[config.mk]
export PLATFORM = sky130hd
export DESIGN_NAME = vrp_ram
export DESIGN_NICKNAME = d
export VERILOG_FILES = /design/src/rtl/vrp_ram.sv
export SDC_FILE = /design/constraint.sdc
export NUM_CORES = 2
export LEC_CHECK = 0
export BUFFER_PORTS_ARGS = -buffer_cell sky130_fd_sc_hd__buf_2
export CAP_MARGIN = 20
export CORE_UTILIZATION = 43
export CTS_CLUSTER_DIAMETER = 200
export DETAILED_ROUTE_END_ITERATION = 6
export PLACE_DENSITY_LB_ADDON = 0.12
export SETUP_SLACK_MARGIN = 0.3
export SLEW_MARGIN = 20
export SYNTH_ARGS = -nofsm -noshare
export SYNTH_HDL_FRONTEND = slang
export SYNTH_SLANG_ARGS = --single-unit
export TNS_END_PERCENT = 100
[constraint.sdc]
create_clock -name clk -period 2.2 [get_ports clk]
set_input_delay 0.11 -clock clk [delete_from_list [all_inputs] [get_ports clk]]
set_output_delay 0.11 -clock clk [all_outputs]
set_load 0.01 [all_outputs]
[src/rtl/vrp_ram.sv]
// Generic simple dual-port RAM: one write port, one read port with registered data.
`timescale 1ns / 1ps
module vrp_ram #(
  parameter int WIDTH = 8,
  parameter int DEPTH = 256
) (
  input  logic                     clk,
  input  logic                     we,
  input  logic [$clog2(DEPTH)-1:0] waddr,
  input  logic [WIDTH-1:0]         wdata,
  input  logic [$clog2(DEPTH)-1:0] raddr,
  output logic [WIDTH-1:0]         rdata
);

  logic [WIDTH-1:0] mem [DEPTH];

  always_ff @(posedge clk) begin
    if (we) mem[waddr] <= wdata;
    rdata <= mem[raddr];
  end

endmodule
==> run_results.csv <==
group,metric,value,unit
status,status,"finished, violations left",
status,violations,"negative setup slack",
routing,antenna_left,0,
min_path,hold_path.class,"input pin to flop",
cells_and_area,num-fill-cells,14700,
floorplanning,die-area,0.187,sq mm
clocking,clock_latency,0.84,ns
clocking,clockRootBuffer,"clkbuf_16",
yosys,synth.top_cells.by_count,"edfxtp_1 (2048), mux4_2 (454), nor2_1 (282), mux2i_1 (134), a22oi_1 (133)",
global_routing,grt_usage,0.230,
power_and_ir_drop,pwr-share-comb,0.059,
placed_design,place_area,0.0881,sq mm
yosys,synth_top_area_share,0.773,
placed_design,gp_congestion,0.845,
yosys,syn_area_per_cell,21.3,sq um
yosys,synth-seq-cells,2056,
worst_setup_path,ff2ff_path_depth,6,
min_path,min_to,"mem[236][1]$_DFFE_PP_",
power_and_ir_drop,power_frac_seq,0.529,
routing,wl_per_cell,29.8,um
worst_setup_path,criticalPathCategory,"flop to flop",
global_routing,antenna_found_initial,11,
floorplanning,die_w,432,um
worst_setup_path,critical_path_arrival,3.01,ns
yosys,yosys.cell_count.top_type,"edfxtp_1",
sta,whs,0.0897,ns
routing,avgViaCountPerCell,5.68,
routing,drc_errors,0,
min_path,hold_depth,4,
worst_setup_path,critical_path_depth,6,
sta,finalCritPeriodShare,1.05,
sta,setup_slack,-0.106,ns
min_path,hold_start,"waddr[6]",
placed_design,place_ws,-1.14,ns
yosys,synth_area_leader_cell,"edfxtp_1",
yosys,ys_seq_area_frac,0.775,
cells_and_area,fin_area,0.0952,sq mm
cells_and_area,fin_nets,4513,
worst_setup_path,cpPeakStageDelay,0.52,ns
yosys,yosys.cell_types.count,55,
sta,rsz0062_at_grt,"yes",
worst_setup_path,crit_buf_inv,1,
global_routing,grt_pass1_wl,305000,um
worst_setup_path,cp_common_cell,"mux4_2",
global_routing,grt.overflow.total,0,
flow_run,cap_violations,0,
worst_setup_path,r2r_end,"rdata[0]$_DFF_P_",
sta,slew_headroom,0.421,
power_and_ir_drop,total_power,81.7,mW
worst_setup_path,cpLargestDelayFamily,"multiplexers",
cells_and_area,layout-drive-gt1-share,0.340,
sta,fin_crit,2.31,ns
power_and_ir_drop,cellInternalPower,64.2,mW
floorplanning,start_util,0.434,
global_routing,first_global_vias,41200,
power_and_ir_drop,clockPowerShare,0.412,
worst_setup_path,endpoint_kind,"flop",
yosys,async_flop_share,0,
worst_setup_path,r2r_start,"mem[87][0]$_DFFE_PP_",
sta,tns,-0.233,ns
floorplanning,die_h,432,um
routing,routed_wl,213000,um
sta,fmax,434,MHz
routing,drt_first_pass_iters,5,
worst_setup_path,regToRegSetupSlack,-0.11,ns
sta,finalSetupViolations,3,
worst_setup_path,path_cells,"mux4_2, mux4_2, nor2b_4, nor4_4, buf_4, nor4_2",
yosys,synth_nets,3759,
yosys,synth.area.top_cells,"edfxtp_1 (77%), mux4_2 (13%), mux2i_1 (1.7%), nor2_1 (1.3%), a22oi_1 (1.3%)",
yosys,syn_inst,3733,
worst_setup_path,cp_slowest_cell,"mux4_2",
yosys,syn_area,0.0796,sq mm
power_and_ir_drop,max-vdd-ir-drop,0.754,mV
clocking,cts_buffer_depth,3,
power_and_ir_drop,p_sw,17.6,mW
sta,drv_slew,0,
placed_design,hpwl,141000,um
floorplanning,io_pins,34,
routing,routed-via-count,40500,
sta,clock_skew,0.0266,ns
routing,drt-initial-drc-count,4165,
power_and_ir_drop,power_density,859,mW/mm^2
power_and_ir_drop,p_leak,30.8,nW
global_routing,grt_max_degree,92,
floorplanning,rows,157,
clocking,cts_tree,"built",
sta,hold_viol_final,0,
floorplanning,core_area,0.183,sq mm
placed_design,dp.cells,6723,
worst_setup_path,cp-start-kind,"flop",
power_and_ir_drop,swShare,0.215,
placed_design,port_buffers,33,
clocking,clock-sinks,2056,
cells_and_area,layoutNonFillerInstCount,7122,
sta,timing_worst_slew_pin_value,0.868,ns
yosys,yosys_warnings,0,
worst_setup_path,crit_fanout,1,
worst_setup_path,critPathRequiredTime,2.91,ns
yosys,synthFlopType,"edfxtp_1",
clocking,htree_levels,4,
cells_and_area,area_growth,19.6,%
clocking,cts_made_buffers,209,
cells_and_area,final_util,0.519,
clocking,clkTransAtPathRegs,0.06,ns
yosys,synth_edf_count,2048,
-- layer usage --
layer	wire (um)	vias up	global-route usage
met4	4800	0	0.0581
met2	103000	1233	0.372
met1	92100	21700	0.329
met3	12200	277	0.0354
met5	0	-	0
li1	-	17200	-
-- worst register-to-register path, stage by stage (launching register included) --
cell and delay [ns]:
edfxtp_1 0.35, mux4_2 0.52, mux4_2 0.51, nor2b_4 0.15, nor4_4 0.43, buf_4 0.19, nor4_2 0.04
-- power groups by stage --
stage / clock network (mW) / registers [mW] / logic (mW)
final: 33.7 / 43.3 / 4.81
after global routing: 35.7 / 43.3 / 5.06
after CTS: 34.3 / 43.3 / 4.84
after detailed placement: 0 / 44.1 / 4.70
after global placement: 0 / 44.1 / 4.67
after floorplan: 0 / 44.1 / 2.16
-- cell type report --
type,instances,area (sq um),area share
clock inverter,114,935,0.00982
sequential,2056,61700,0.648
multi-input combinational,1442,17000,0.179
inverter,2,7.51,0.0000789
timing repair buffer,776,6980,0.0733
clock buffer,267,5480,0.0576
tap,2464,3080,0.0324
antenna,1,2.50,0.0000263
-- registers in the layout, indices dropped and copies added (netlist names) --
signal	flops
mem	2048
rdata	8
-- worst max path at each step --
stage / start / to / slack (ns)
floorplan: raddr[0] / rdata[0]$_DFF_P_ / 0.27
global placement: raddr[0] / rdata[4]$_DFF_P_ / -1.17
detailed placement: raddr[0] / rdata[4]$_DFF_P_ / -1.14
CTS: mem[143][4]$_DFFE_PP_ / rdata[4]$_DFF_P_ / -0.12
global route: mem[26][0]$_DFFE_PP_ / rdata[0]$_DFF_P_ / -0.09
finish: mem[87][0]$_DFFE_PP_ / rdata[0]$_DFF_P_ / -0.11
-- layout by cell type, fill, tap and decap left out, types with 28 or more instances in the layout --
cell type     n
o221ai_1     44
nor2_1      275
edfxtp_1   2048
clkbuf_16   210
mux4_2      454
mux2i_1     134
nand2_1      33
o22ai_1      28
buf_12       86
a22oi_1     124
a21oi_1      92
clkinv_1     53
clkbuf_1     56
buf_4       639
clkinv_2     32
-- kinds of logic after synthesis --
family	count (synthesis)	share of synthesized area
AOI/OAI and AO/OA	385	0.0342
buffers and inverters	235	0.0183
muxes	591	0.146
and+or+nand+nor	466	0.0263
DFF	2056	0.775
-- what timing repair did --
item                        CTS  global route
setup endpoints to repair     8           134
pin swaps                    22            16
hold endpoints to repair   1480             0
hold buffers                 17             0
resized for setup            62            21
buffers inserted              0             0
Power figures use the tool's default switching activity.
